### src/rtl/core/slt_pkg.sv
// ----------------------------------------------------------------------------
// slt_pkg
// Shared types and constants for the shell line tokenizer.
// ----------------------------------------------------------------------------
package slt_pkg;

  // Line status codes
  localparam logic [2:0] ST_READY  = 3'd0;
  localparam logic [2:0] ST_EMPTY  = 3'd1;
  localparam logic [2:0] ST_EOI    = 3'd2;
  localparam logic [2:0] ST_QUOTES = 3'd3;
  localparam logic [2:0] ST_ESCAPE = 3'd4;

  // Character codes with special meaning
  localparam logic [7:0] CH_BSLASH = 8'h5C;
  localparam logic [7:0] CH_DQUOTE = 8'h22;
  localparam logic [7:0] CH_NL     = 8'h0A;
  localparam logic [7:0] CH_TAB    = 8'h09;
  localparam logic [7:0] CH_SPACE  = 8'h20;

  // Per-line tokenizer state
  typedef struct packed {
    logic quote_odd;
    logic quote_seen;
    logic after_backslash;
    logic word_has_chars;
    logic line_has_words;
    logic discarding;
  } slt_state_t;

  // One accepted input item
  typedef struct packed {
    logic [7:0] char_code;
    logic       end_of_input;
  } slt_item_t;

  // One result item
  typedef struct packed {
    logic       append_valid;
    logic [7:0] out_char;
    logic       word_end;
    logic       line_end;
    logic [2:0] line_status;
  } slt_result_t;

endpackage

### src/rtl/core/shell_line_tokenizer.sv
// ----------------------------------------------------------------------------
// shell_line_tokenizer
// Splits a command line, fed one character per item, into words.
// ----------------------------------------------------------------------------
// Each input item (a character byte, or an end-of-input mark on in_tuser)
// gives exactly one result item: a character to append, a word-end mark and,
// on tlast, a line end with status (ready, empty, end of input, unmatched
// quotes, bad escape). One item is taken per clock cycle while the output is
// not stalled; the accepted item lands in the input register, the step logic
// runs on it, and the result register loads once it is free or being drained.
// The tokenizer state is six flags updated together on each step, which sets
// the one-item-per-cycle rate. Both ports may stall freely.
// ----------------------------------------------------------------------------
module shell_line_tokenizer (
  input  logic        clk,
  input  logic        rst_n,
  input  logic        in_tvalid,
  output logic        in_tready,
  input  logic [7:0]  in_tdata,   // [7:0] char_code
  input  logic        in_tuser,   // [0] end_of_input
  output logic        out_tvalid,
  input  logic        out_tready,
  output logic [15:0] out_tdata,  // [7:0] out_char, [10:8] line_status, rest 0
  output logic [1:0]  out_tuser,  // [0] append_valid, [1] word_end
  output logic        out_tlast   // line_end
);
  import slt_pkg::*;

  slt_item_t   in_item;
  slt_item_t   hold_item;
  logic        hold_valid;
  logic        advance;
  slt_result_t step_res;
  slt_result_t out_r;
  logic        out_valid_r;

  assign in_item.char_code    = in_tdata;
  assign in_item.end_of_input = in_tuser;

  // Step fires when the result register is free or being drained
  assign advance = hold_valid && (!out_valid_r || out_tready);

  slt_in_stage u_in (
    .clk       (clk),
    .rst_n     (rst_n),
    .in_valid  (in_tvalid),
    .in_ready  (in_tready),
    .in_item   (in_item),
    .hold_valid(hold_valid),
    .hold_take (advance),
    .hold_item (hold_item)
  );

  slt_step u_step (
    .clk    (clk),
    .rst_n  (rst_n),
    .step_en(advance),
    .item   (hold_item),
    .result (step_res)
  );

  // Result register
  always_ff @(posedge clk) begin
    if (!rst_n) begin
      out_valid_r <= 1'b0;
    end else if (!out_valid_r || out_tready) begin
      out_valid_r <= hold_valid;
    end
  end

  always_ff @(posedge clk) begin
    if (advance) begin
      out_r <= step_res;
    end
  end

  assign out_tvalid = out_valid_r;
  assign out_tdata  = {5'd0, out_r.line_status, out_r.out_char};
  assign out_tuser  = {out_r.word_end, out_r.append_valid};
  assign out_tlast  = out_r.line_end;

endmodule

### src/rtl/core/slt_in_stage.sv
// ----------------------------------------------------------------------------
// slt_in_stage
// Input register: holds one item until the step logic consumes it.
// ----------------------------------------------------------------------------
module slt_in_stage (
  input  logic              clk,
  input  logic              rst_n,
  input  logic              in_valid,
  output logic              in_ready,
  input  slt_pkg::slt_item_t in_item,
  output logic              hold_valid,
  input  logic              hold_take,
  output slt_pkg::slt_item_t hold_item
);
  import slt_pkg::*;

  logic       valid_r;
  slt_item_t  item_r;

  // Free slot, or the held item leaves this cycle
  assign in_ready   = !valid_r || hold_take;
  assign hold_valid = valid_r;
  assign hold_item  = item_r;

  always_ff @(posedge clk) begin
    if (!rst_n) begin
      valid_r <= 1'b0;
    end else if (in_ready) begin
      valid_r <= in_valid;
    end
  end

  always_ff @(posedge clk) begin
    if (in_ready && in_valid) begin
      item_r <= in_item;
    end
  end

endmodule

### src/rtl/core/slt_step.sv
// ----------------------------------------------------------------------------
// slt_step
// Tokenizer state register and the per-character decision logic.
// ----------------------------------------------------------------------------
module slt_step (
  input  logic                clk,
  input  logic                rst_n,
  input  logic                step_en,
  input  slt_pkg::slt_item_t  item,
  output slt_pkg::slt_result_t result
);
  import slt_pkg::*;

  slt_state_t  state_r;
  slt_state_t  state_nxt;
  slt_result_t res;
  logic        ch_is_nl;
  logic        word_done;

  assign ch_is_nl  = (item.char_code == CH_NL);
  assign word_done = state_r.word_has_chars || state_r.quote_seen;

  always_comb begin
    state_nxt = state_r;
    res       = '0;
    if (state_r.discarding) begin
      // drop everything up to newline or end of input
      if (item.end_of_input) begin
        res.line_end    = 1'b1;
        res.line_status = ST_EOI;
        state_nxt       = '0;
      end else if (ch_is_nl) begin
        state_nxt = '0;
      end
    end else if (item.end_of_input) begin
      // partial word is dropped
      res.line_end = 1'b1;
      priority if (state_r.after_backslash) res.line_status = ST_ESCAPE;
      else if (state_r.quote_odd)           res.line_status = ST_QUOTES;
      else if (state_r.line_has_words)      res.line_status = ST_READY;
      else                                  res.line_status = ST_EOI;
      state_nxt = '0;
    end else if (state_r.after_backslash && item.char_code != CH_BSLASH &&
                 item.char_code != CH_DQUOTE) begin
      // bad escape: end line, discard the rest unless this is the newline
      res.line_end         = 1'b1;
      res.line_status      = ST_ESCAPE;
      state_nxt            = '0;
      state_nxt.discarding = !ch_is_nl;
    end else begin
      state_nxt.after_backslash = 1'b0;
      unique case (item.char_code)
        CH_DQUOTE: begin
          if (state_r.after_backslash) begin
            res.append_valid = 1'b1;
          end else begin
            state_nxt.quote_odd  = !state_r.quote_odd;
            state_nxt.quote_seen = 1'b1;
          end
        end
        CH_BSLASH: begin
          if (state_r.after_backslash) begin
            res.append_valid = 1'b1;
          end else begin
            state_nxt.after_backslash = 1'b1;
          end
        end
        CH_NL: begin
          res.word_end = !state_r.quote_odd && word_done;
          res.line_end = 1'b1;
          priority if (state_r.quote_odd)           res.line_status = ST_QUOTES;
          else if (state_r.line_has_words || word_done) res.line_status = ST_READY;
          else                                      res.line_status = ST_EMPTY;
          state_nxt = '0;
        end
        CH_SPACE, CH_TAB: begin
          if (state_r.quote_odd) begin
            res.append_valid = 1'b1;
          end else begin
            res.word_end = word_done;
            if (word_done) begin
              state_nxt.line_has_words = 1'b1;
            end
            state_nxt.word_has_chars = 1'b0;
            state_nxt.quote_seen     = 1'b0;
          end
        end
        default: begin
          res.append_valid = 1'b1;
        end
      endcase
      if (res.append_valid) begin
        res.out_char             = item.char_code;
        state_nxt.word_has_chars = 1'b1;
      end
    end
  end

  assign result = res;

  always_ff @(posedge clk) begin
    if (!rst_n) begin
      state_r <= '0;
    end else if (step_en) begin
      state_r <= state_nxt;
    end
  end

endmodule

### config.mk
export PLATFORM = sky130hd
export DESIGN_NAME = shell_line_tokenizer
export DESIGN_NICKNAME = d
export VERILOG_FILES = /design/src/rtl/core/slt_pkg.sv /design/src/rtl/core/shell_line_tokenizer.sv /design/src/rtl/core/slt_in_stage.sv /design/src/rtl/core/slt_step.sv
export SDC_FILE = /design/constraint.sdc
export NUM_CORES = 1
export LEC_CHECK = 0
export BUFFER_PORTS_ARGS = -buffer_cell sky130_fd_sc_hd__buf_2
export CORE_MARGIN = 3
export CORE_UTILIZATION = 53
export DETAILED_ROUTE_END_ITERATION = 10
export PLACE_DENSITY_LB_ADDON = 0.1
export SLEW_MARGIN = 10
export SYNTH_ARGS = -nofsm -noshare
export SYNTH_HDL_FRONTEND = slang
export SYNTH_SLANG_ARGS = --single-unit
### constraint.sdc
create_clock -name clk -period 2.4 [get_ports clk]
set_input_delay 0.24 -clock clk [delete_from_list [all_inputs] [get_ports clk]]
set_output_delay 0.24 -clock clk [all_outputs]
set_load 0.02 [all_outputs]
**After elaboration in Yosys (flattened, before gate mapping)**

Index checks and enable logic that the tools add are counted.

- Register bits after elaboration: 31
- Output and inout port bits: 21
- Input bits: 13
- Word-level logic and storage cells: 87

- Bitwise gates (word level): 1
- Equal/unequal tests: 12
- Mux-type cells: 33
- Reduce and logical (&&, ||, !) cells: 26

Operators with widths:

| cell | count |
|---|---|
| two-way mux 6 bit | 5 |
| two-way mux 4 bit | 5 |
| == test 8 x 4 -> 1 bit, second input constant | 2 |
| == test 8 x 6 -> 1 bit, second input constant | 2 |
| two-way mux 1 bit | 12 |
| != test 5 bit, second input constant | 2 |
| AND reduction 5 bit | 2 |
| nonzero test 5 bit | 2 |
| == test 8 x 7 -> 1 bit, second input constant | 1 |
| two-way mux 2 bit | 4 |
| != test 8 x 6 -> 1 bit, second input constant | 1 |
| != test 8 x 7 -> 1 bit, second input constant | 1 |
| AND reduction 4 bit | 2 |
| nonzero test 4 bit | 2 |
| two-way mux 3 bit | 2 |
| != test 6 bit, second input constant | 1 |
| case mux 1 bit (3 select lines) | 2 |
| logical AND 1 bit | 5 |
| != test 5 x 2 -> 1 bit, second input constant | 1 |
| zero test 1 bit | 4 |
| logical OR 1 bit | 4 |
| case mux 1 bit (2 select lines) | 2 |
| case mux 2 bit (2 select lines) | 1 |
| OR reduction 2 bit | 2 |
| 5 further kinds | 5 |

**Depth between registers and ports, before layout**

Gate-level depths: netlist of run 1.

- Word-level depth: 10
- Mapped depth: 7
- Mapped depth without buffers: 5

**Modules after synthesis**

A second synthesis of run 1 with hierarchy kept.

- Cell total of the unflattened synthesis: 135
- Area, all modules: 1615.3 µm²

Modules (own cells, without submodules):

| module | cells an instance | times used | area each (µm²) | sequential area each (µm²) |
|---|---|---|---|---|
| slt_step | 97 | 1 | 778.2 | 120.1 |
| shell_line_tokenizer | 24 | 1 | 509.2 | 440.4 |
| slt_in_stage | 14 | 1 | 327.8 | 290.3 |

**Least setup slack after synthesis of run 1**

Ideal clock, no wire load.

- Path kind: register to register
- From: register u_in.item_r (netlist bit u_in.hold_item[3])
- To: register out_r (netlist bit out_tdata[0]) (data pin)
- Setup time: 0.133 ns
- Arrival: 1.909 ns
- Clock period less this slack: 2.042 ns
- Slack: 0.358 ns
- Cell stages (with the launch flop): 6
- Data required time: 2.267 ns
- Buffers on the path: 0
- Cell sequence: edfxtp_1 or4_4 a211oi_4 nand2_2 a2111oi_4 and2_1

- Longest elaborated chain between the ends: 8
- Elaborated cells on any way between the ends: 17
- Classes of those cells: eq/ne (7); mux (4); bitwise (1); reduce/logical (5)

Ends and longest elaborated chain:

| item | RTL line | RTL |
|---|---|---|
| start, declared | slt_in_stage.sv:18 | `slt_item_t item_r;` |
| start signal, assigned | slt_in_stage.sv:35 | `item_r <= in_item;` |
| == test 8 x 6 -> 1 bit (tied with other cells) | slt_step.sv:52 | `unique case (item.char_code)` |
| OR reduction 2 bit, on equally long branches | n/a |  |
| case mux 1 bit (3 select lines) | slt_step.sv:52 |  |
| two-way mux 1 bit | slt_step.sv:43 | `end else if (state_r.after_backslash && item.char_code != CH_BSLASH &&` |
| two-way mux 1 bit | slt_step.sv:35 | `end else if (item.end_of_input) begin` |
| two-way mux 1 bit | slt_step.sv:26 | `if (state_r.discarding) begin` |
| inverter 1 bit (no line) | n/a |  |
| OR reduction 4 bit (no line) (*) | n/a |  |
| end signal, assigned | shell_line_tokenizer.sv:73 | `out_r <= step_res;` |
| end, declared | shell_line_tokenizer.sv:34 | `slt_result_t out_r;` |

Mark *: on every way between the ends. The rest lies on a longest branch, timed or not. The select of a mux whose other input is x is not followed.
A chain may end at the register's enable or synchronous reset.

**Final worst setup path of run 1**

- From: register u_in.item_r (netlist bit u_in.hold_item[4])
- To: register out_r (netlist bit out_tdata[6]) (data pin)

Same word-level chain as after synthesis.

==> results of run 1 <==
[final cells by class]
cell class	count	area (um^2)
Fill cell	226	1000
Sequential cell	31	851
Clock inverter	2	35.0
Clock buffer	6	51.3
Inverter	4	15.0
Timing Repair Buffer	31	163
Multi-Input combinational cell	91	647
Tap cell	31	38.8
[how the worst max path moves through the flow]
stage / from / endpoint / slack, ns / cells after the start
after floorplan: u_in.hold_item[3] / out_tdata[0] / 0.36 / 5
after CTS: u_in.hold_item[1] / out_tdata[6] / 0.11 / 5
after global placement: u_in.hold_item[3] / out_tdata[7] / 0.21 / 5
after global routing: u_in.hold_item[4] / out_tdata[6] / 0.06 / 6
after detailed placement: u_in.hold_item[1] / out_tdata[6] / 0.13 / 5
final: u_in.hold_item[4] / out_tdata[6] / 0.16 / 6
[critical path, stage by stage (launching register included)]
cell	delay (ns)
edfxtp_1	0.52
or3b_1	0.47
a211oi_4	0.34
nand2_2	0.11
a2111oi_4	0.34
buf_4	0.20
and2_1	0.14
[kinds of logic after synthesis]
logic type / after synthesis / share of synthesized area (%)
AO/OA/AOI/OAI: 35 / 18.0
flip-flops: 31 / 53.9
other: 1 / 0.238
buffers and inverters: 16 / 6.03
AND/OR/NAND/NOR: 49 / 20.7
XOR/XNOR: 2 / 1.11
[state kept, by name (all words and copies together) (netlist names)]
name / cells
out_tvalid: 1
out_tlast: 1
out_tdata: 11
u_in.hold_valid: 1
out_tuser: 2
u_in.hold_item: 9
u_step.state_r: 6
[report_power, final]
group	internal, mW	leakage (nW)	switching [mW]
Combinational	0.0449	0.370	0.0674
Clock	0.246	0.0482	0.179
Sequential	0.604	0.285	0.0245
Total	0.895	0.703	0.271
[per-layer routing]
layer	GRT usage [%]	vias up	wire [um]	part of all wire [%]
met1	22.6	501	1310	45
met3	6.17	9	208	7.2
met2	27.8	44	1320	46
met5	0	-	0	0
li1	-	554	-	-
met4	7.74	0	59	2.0
[Yosys cell counts, drive strengths merged, types with 3 or more instances]
library cell	number
and2	10
edfxtp	23
dfxtp	8
a211oi	3
a21o	3
a21oi	9
inv	4
o21ai	3
clkbuf	3
nor2	8
buf	9
nand2	8
nor4b	4
==> results.cfg, run 1 <==
[sta]
tightestPinTransition_ns = 0.543
rsz0062_at_grt = false
setup_slack_ns = 0.163
finalSetupViolCount = 0
period_share_pct = 93.2
fin_crit_ns = 2.24
slew_viol_final = 0
hold_viol = 0
slew_headroom_pct = 63.8
tns_ns = 0
holdWs_ns = 0.0788
clock_skew_ns = 0.00748
fmax_ghz = 0.447

[placement]
dpl.cell_count = 187
post_dp_cell_area_um2 = 1710
place_worst_setup_slack_ns = 0.133
dp_hpwl_mm = 2.09
port_buffers = 28
gp_congestion = 0.932

[finish]
final_core_utilization_pct = 64.2
syn_to_final_growth_pct = 14.1
layout_commonest_cell = buf_2
finalNonFillerCells = 196
antenna_cells = 0
fin_area_um2 = 1800
layout_common_cells = buf_2 (28), edfxtp_1 (23), and2_1 (9), a21oi_1 (9)
finalNetCount = 177
drive_gt1_share_pct = 30.3

[clock_network]
cts_resized = 0
cts.path.max_buffers = 2
cts_made_buffers = 5
root_buffer = clkbuf_4
clk_pin_slew_ns = 0.10
postCtsHoldBufs = 0
worstSkewPairLatency_ns = 0.33
post_cts_buffers = 0
htreeDepth = 2
cts_sinks = 31
tritoncts = done

[worst_hold_path]
whs_path_depth = 1
whs_endpoint = u_in.hold_item[5]
hp-class = in2reg
hp-start = in_tdata[4]

[route]
vias = 1108
firstDrtPassIters = 6
drc_errors = 0
drtIter0Drc = 17
ant_nets = 0
via_per_inst = 5.65
wirelength_mm = 2.90
wl_per_cell_um = 14.8

[floorplan]
rows = 19
ios = 34
initial_core_util_pct = 56.2
die-area_um2 = 3670
die_x_um = 60.6
die_h_um = 60.6
core_area_um2 = 2810

[synth]
yosysSeqAreaShare_pct = 53.9
synth_edf_count = 23
syn_inst = 134
synth_top_area_share_pct = 43.8
yosys.area.top_type = edfxtp_1
post_synth.cell_area_avg_um2 = 11.8
ys_warn_count = 0
async_reset_ff_share_pct = 0
yosys.cell_types.count = 49
synth_area_um2 = 1580
synthTopCellsByArea = edfxtp_1 (44%), dfxtp_1 (10%), and2_1 (3.6%), buf_4 (3.3%), nor4b_4 (3.0%)
ys_ff_latch = 31
synthFlopType = edfxtp_1

[power_and_ir_drop]
power_mw = 1.17
cellPowerDensity_nw_per_um2 = 647
ir_drop_uv = 363
power.leakage_nw = 0.703

[setup_path]
critical_path_class = reg2reg
crit_arrival_ns = 2.45
crit_path_start_kind = register
r2r-start = u_in.hold_item[4]
reg2reg_to = out_tdata[6]
endpoint_kind = register
reg2reg_slack_ns = 0.16
cp.required_ns = 2.61
rr_worst_depth = 6
path_max_fanout = 10

[global_route]
grt_overflow = 0
grt_pass1_wl_mm = 4.75
grt_use_total_pct = 17.8
grt_max_degree = 16
grt_pass1_vias = 1042
antenna_found_initial = 0

[run_status]
status = completed

[run]
drv_cap = 0
Power figures use the tool's default switching activity.
==> run 2, diff against run 1 <==
Settings changed: ABC_AREA set to 1, CTS_CLUSTER_DIAMETER set to 50.
==> results.cfg, run 2 <==
[run_status]
status = completed

[setup_path]
cp.required_ns = 2.47
critical_path_class = reg2reg
rr_worst_depth = 8
reg2reg_slack_ns = 0.74
cpPeakStageDelay_ns = 0.47
crit_top_cell = nor2_2
path_cells = nor2_2 > nand2_2 > nor2_4 > inv_1 > nand2_1 > nor2_2 > o21ai_4 > nor2_1
crit_path_start_kind = register
reg2reg_to = out_tdata[3]
path_buf_inv = 1
crit_arrival_ns = 1.73
cp_num_cells = 8
cpMaxStageDelayCell = edfxtp_1
critPathTopFamily = simple AND/OR/NAND/NOR gates
r2r-start = u_in.hold_item[3]
path_max_fanout = 9
endpoint_kind = register

[worst_hold_path]
hp-start = in_tdata[7]
whs_path_depth = 1
hp-class = in2reg
whs_endpoint = u_in.hold_item[8]

[sta]
finalSetupViolCount = 0
fin_crit_ns = 1.66
clock_skew_ns = 0.00647
hold_viol = 0
fmax_ghz = 0.602
rsz0062_at_grt = false
tns_ns = 0
slew_viol_final = 0
period_share_pct = 69.2
setup_slack_ns = 0.740

[floorplan]
initial_core_util_pct = 56.7
rows = 19
die_h_um = 60.8
ios = 34
die-area_um2 = 3690
core_area_um2 = 2810
die_x_um = 60.8

[finish]
final-seq-area_um2 = 851
largest_reg_flops = 11
fin_area_um2 = 1810
drive_gt1_share_pct = 32.2
fillers = 230
layout_commonest_cell = nand2_1
layout_common_cells = nand2_1 (34), nor2_1 (30), buf_2 (28), edfxtp_1 (23), inv_1 (18)
finalNetCount = 227
syn_to_final_growth_pct = 13.8
multi_input_area_um2 = 616
antenna_cells = 0

[global_route]
grt_overflow = 0
grt_use_total_pct = 17.6
grt_pass1_vias = 1073
grt_max_degree = 17
grt_pass1_wl_mm = 4.69
antenna_found_initial = 0

[clock_network]
cts_made_buffers = 5
htreeDepth = 2
root_buffer = clkbuf_4
cts_resized = 0
cts.path.max_buffers = 2
clk_pin_slew_ns = 0.09
worstSkewPairLatency_ns = 0.32
tritoncts = done
post_cts_buffers = 0
postCtsHoldBufs = 0
cts_sinks = 31

[placement]
place_worst_setup_slack_ns = 0.746
post_dp_cell_area_um2 = 1750
gp_congestion = 0.844
dp_hpwl_mm = 2.29
port_buffers = 28

[power_and_ir_drop]
ir_drop_uv = 434
cellPowerDensity_nw_per_um2 = 593
power_mw = 1.07
power.leakage_nw = 0.823

[synth]
synthTopCellsByArea = edfxtp_1 (43%), dfxtp_1 (10%), nand2_1 (8.0%), nor2_1 (7.1%), inv_1 (4.2%)
synth_top_area_share_pct = 43.4
yosys.cell_types.count = 25
ys_warn_count = 0
yosysSeqAreaShare_pct = 53.5
syn_inst = 179
synth_top_family_by_area = simple AND/OR/NAND/NOR gates
synthMuxAreaShare_pct = 0
post_synth.cell_area_avg_um2 = 8.88
synth_edf_count = 23
synth-compound-area-share_pct = 6.29
synth_xor_area_share_pct = 0
ys_ff_latch = 31
yosys.area.top_type = edfxtp_1
yosysMostFrequentCell = nand2_1
synth_commonest_cells = nand2_1 (34), nor2_1 (30), edfxtp_1 (23)
synth_area_um2 = 1590
synthFlopType = edfxtp_1
yosys.area_share.adder_pct = 0
yosys.area_share.simple_pct = 31.2
async_reset_ff_share_pct = 0

[route]
ant_nets = 0
vias = 1208
firstDrtPassIters = 4
drc_errors = 0
drtIter0Drc = 49
wirelength_mm = 2.82
via_per_inst = 4.93
wl_per_cell_um = 11.5

[run]
drv_cap = 0
[run 2: changes by cell type in the layout (fill, tap and decap cells not counted), moves of 3 or more]
cell / before / now
a21o_1: 3 / 0
and2_1: 9 / 0
inv_1: 4 / 18
inv_2: 0 / 9
nand2_1: 7 / 34
nand2_2: 1 / 6
nand2_4: 0 / 3
nand3_1: 2 / 8
nor2_1: 8 / 30
nor2_2: 0 / 6
nor2_4: 0 / 4
[run 2: area by class of cell]
type,count,share of cell area (%)
clock buffer,6,2.83
clock inverter,1,0.276
inverter,27,5.60
multi-input combinational,120,34.0
sequential,31,47.0
tap,31,2.14
timing repair buffer,29,8.15
[run 2: kinds of logic (layout without fill, tap and decap cells)]
family                 after synthesis  in the layout
AND/OR/NAND/NOR                     99             99
buffers and inverters               32             63
flip-flops                          31             31
AO/OA/AOI/OAI                       16             16
other                                1              5
[run 2: stage by stage]
step | instances | hold WS, ns | utilization (%)
finish | 245 | 0.0845 | 64.5
CTS | 245 | 0.0691 | 64.5
global placement | 238 | 0.416 | 62.5
detailed placement | 238 | 0.418 | 62.5
global route | 245 | 0.0633 | 64.5
floorplan | 183 | 0.339 | -
[run 2: report_power, final]
group	internal (mW)	switching (mW)
logic	0.0493	0.101
registers	0.609	0.0200
clock network	0.135	0.159
[run 2: worst max path at each step]
stage / from / end / slack (ns)
after floorplan: u_in.hold_item[8] / out_tdata[0] / 0.91
after global placement: u_in.hold_item[3] / out_tdata[4] / 0.82
after detailed placement: u_in.hold_item[3] / out_tdata[3] / 0.75
after CTS: u_in.hold_item[3] / out_tdata[3] / 0.73
after global routing: u_in.hold_item[4] / out_tdata[3] / 0.59
final: u_in.hold_item[3] / out_tdata[3] / 0.74
[run 2: routing by layer]
metal / part of all wire [%] / track usage (%) / vias up
li1: - / - / 636
met1: 46 / 23.0 / 529
met2: 46 / 27.3 / 38
met3: 6.1 / 5.74 / 5
met4: 1.5 / 6.50 / 0
met5: 0 / 0 / -
==> run 3, diff against run 2 <==
Clock period 2.4 ns to 1.61 ns, I/O delays scaled along.
==> results.cfg, run 3 (synthesis gave the netlist of run 2 again) <==
[setup_path]
crit_arrival_ns = 1.71
critical_path_class = reg2reg
path_cells = nor2_4 > inv_2 > nor2_2 > nand2_4 > nand2_4 > nor2_4 > o21ai_4 > nor2_1
endpoint_kind = register
cpPeakStageDelay_ns = 0.47
crit_path_start_kind = register
reg2reg_to = out_tdata[2]
r2r-start = u_in.hold_item[7]
rr_worst_depth = 8
path_max_fanout = 5
cp.required_ns = 1.68
reg2reg_slack_ns = -0.03
cpMaxStageDelayCell = edfxtp_1

[finish]
fillers = 206
antenna_cells = 0
layout_common_cells = buf_2 (28), nand2_1 (27), edfxtp_1 (23), nor2_1 (21), inv_1 (15)
largest_reg_flops = 11
syn_to_final_growth_pct = 30.2
finalNetCount = 244
drive_gt1_share_pct = 42.2
layout_commonest_cell = buf_2

[run_status]
status = finished, violations left
violations = negative setup slack

[clock_network]
root_buffer = clkbuf_4
worstSkewPairLatency_ns = 0.33
cts_made_buffers = 5
cts_sinks = 31
tritoncts = done
htreeDepth = 2
cts.path.max_buffers = 2
clk_pin_slew_ns = 0.10

[sta]
setup_slack_ns = -0.0262
tns_ns = -0.101
fmax_ghz = 0.611
fin_crit_ns = 1.64
slew_viol_final = 0
period_share_pct = 102
clock_skew_ns = 0.00835
finalSetupViolCount = 5
rsz0062_at_grt = true
hold_viol = 0

[floorplan]
die_x_um = 60.8
initial_core_util_pct = 56.7
core_area_um2 = 2810
die-area_um2 = 3690
rows = 19
ios = 34
die_h_um = 60.8

[route]
drc_errors = 0
ant_nets = 0
wirelength_mm = 3.54
firstDrtPassIters = 4
via_per_inst = 5.03
wl_per_cell_um = 13.4
vias = 1322
drtIter0Drc = 61

[power_and_ir_drop]
ir_drop_uv = 653
netSwitchingFraction_pct = 28.2
p_sw_mw = 0.462
p_seq_share_pct = 57.5
p_int_mw = 1.18
comb_power_share_pct = 17.1
clkPwrFrac_pct = 25.4
cellPowerDensity_nw_per_um2 = 791
power.leakage_nw = 0.946

[placement]
place_worst_setup_slack_ns = -0.0580
port_buffers = 28
dp_hpwl_mm = 2.44
gp_congestion = 0.869

[global_route]
grt_max_degree = 16
grt_pass1_wl_mm = 5.46
antenna_found_initial = 0
grt_pass1_vias = 1256
grt_overflow = 0
grt_use_total_pct = 20.6

[worst_hold_path]
whs_endpoint = u_step.state_r[5]
whs_path_depth = 3
hp-start = rst_n
hp-class = in2reg

[run]
drv_cap = 0
[run 3: cell type report]
| type | instances | area (um^2) | area share [%] |
|---|---|---|---|
| Sequential cell | 31 | 851 | 41.1 |
| Tap cell | 31 | 38.8 | 1.87 |
| Clock inverter | 2 | 8.76 | 0.423 |
| Inverter | 27 | 106 | 5.14 |
| Timing Repair Buffer | 45 | 290 | 14.0 |
| Multi-Input combinational cell | 121 | 734 | 35.5 |
| Clock buffer | 6 | 41.3 | 1.99 |
[run 3: what timing repair did]
| item | CTS | global route |
|---|---|---|
| pin swaps | 5 | 11 |
| setup buffers | 0 | 7 |
| cloned | 1 | 0 |
| hold endpoints to repair | 7 | 2 |
| setup endpoints to repair | 11 | 16 |
| gates resized for setup | 8 | 27 |
| hold buffers | 7 | 2 |
[run 3: power by group through the flow]
| stage | sequential [mW] | clock (mW) | combinational, mW |
|---|---|---|---|
| global route | 0.948 | 0.463 | 0.308 |
| CTS | 0.938 | 0.422 | 0.246 |
| floorplan | 0.975 | 0 | 0.148 |
| finish | 0.941 | 0.416 | 0.281 |
| global placement | 0.953 | 0 | 0.221 |
| detailed placement | 0.955 | 0 | 0.228 |
[run 3: per-layer routing]
layer | global-route usage (%) | part of all wire, %
met5 | 0 | 0
met4 | 6.19 | 0.96
met3 | 6.38 | 5.0
met2 | 36.0 | 53
met1 | 24.3 | 41
[run 3: worst max-delay path: cells and delay by family (launching register included)]
family,cells,cell delay [ns]
compound gates,1,0.20
buf+inv,1,0.05
flops,1,0.47
simple gates,6,0.65
[run 3: how the worst max path moves through the flow]
stage | cells past startpoint | startpoint | end
finish | 8 | u_in.hold_item[7] | out_tdata[2]
global placement | 8 | u_in.hold_item[7] | out_tdata[7]
CTS | 8 | u_in.hold_item[7] | out_tdata[0]
floorplan | 8 | u_in.hold_item[8] | out_tdata[0]
global route | 10 | u_in.hold_item[7] | u_step.state_r[2]
detailed placement | 8 | u_in.hold_item[3] | out_tdata[0]
[run 3: through the flow]
step	instance area (um^2)	std cells	power, mW	util [%]	hold slack [ns]
finish	2070	263	1.64	73.8	0.113
global route	2070	263	1.72	73.8	0.115
CTS	1910	254	1.61	68.1	0.00124
detailed placement	1750	238	1.18	62.5	0.339
global placement	1750	238	1.17	62.5	0.338
floorplan	1610	183	1.12	-	0.260
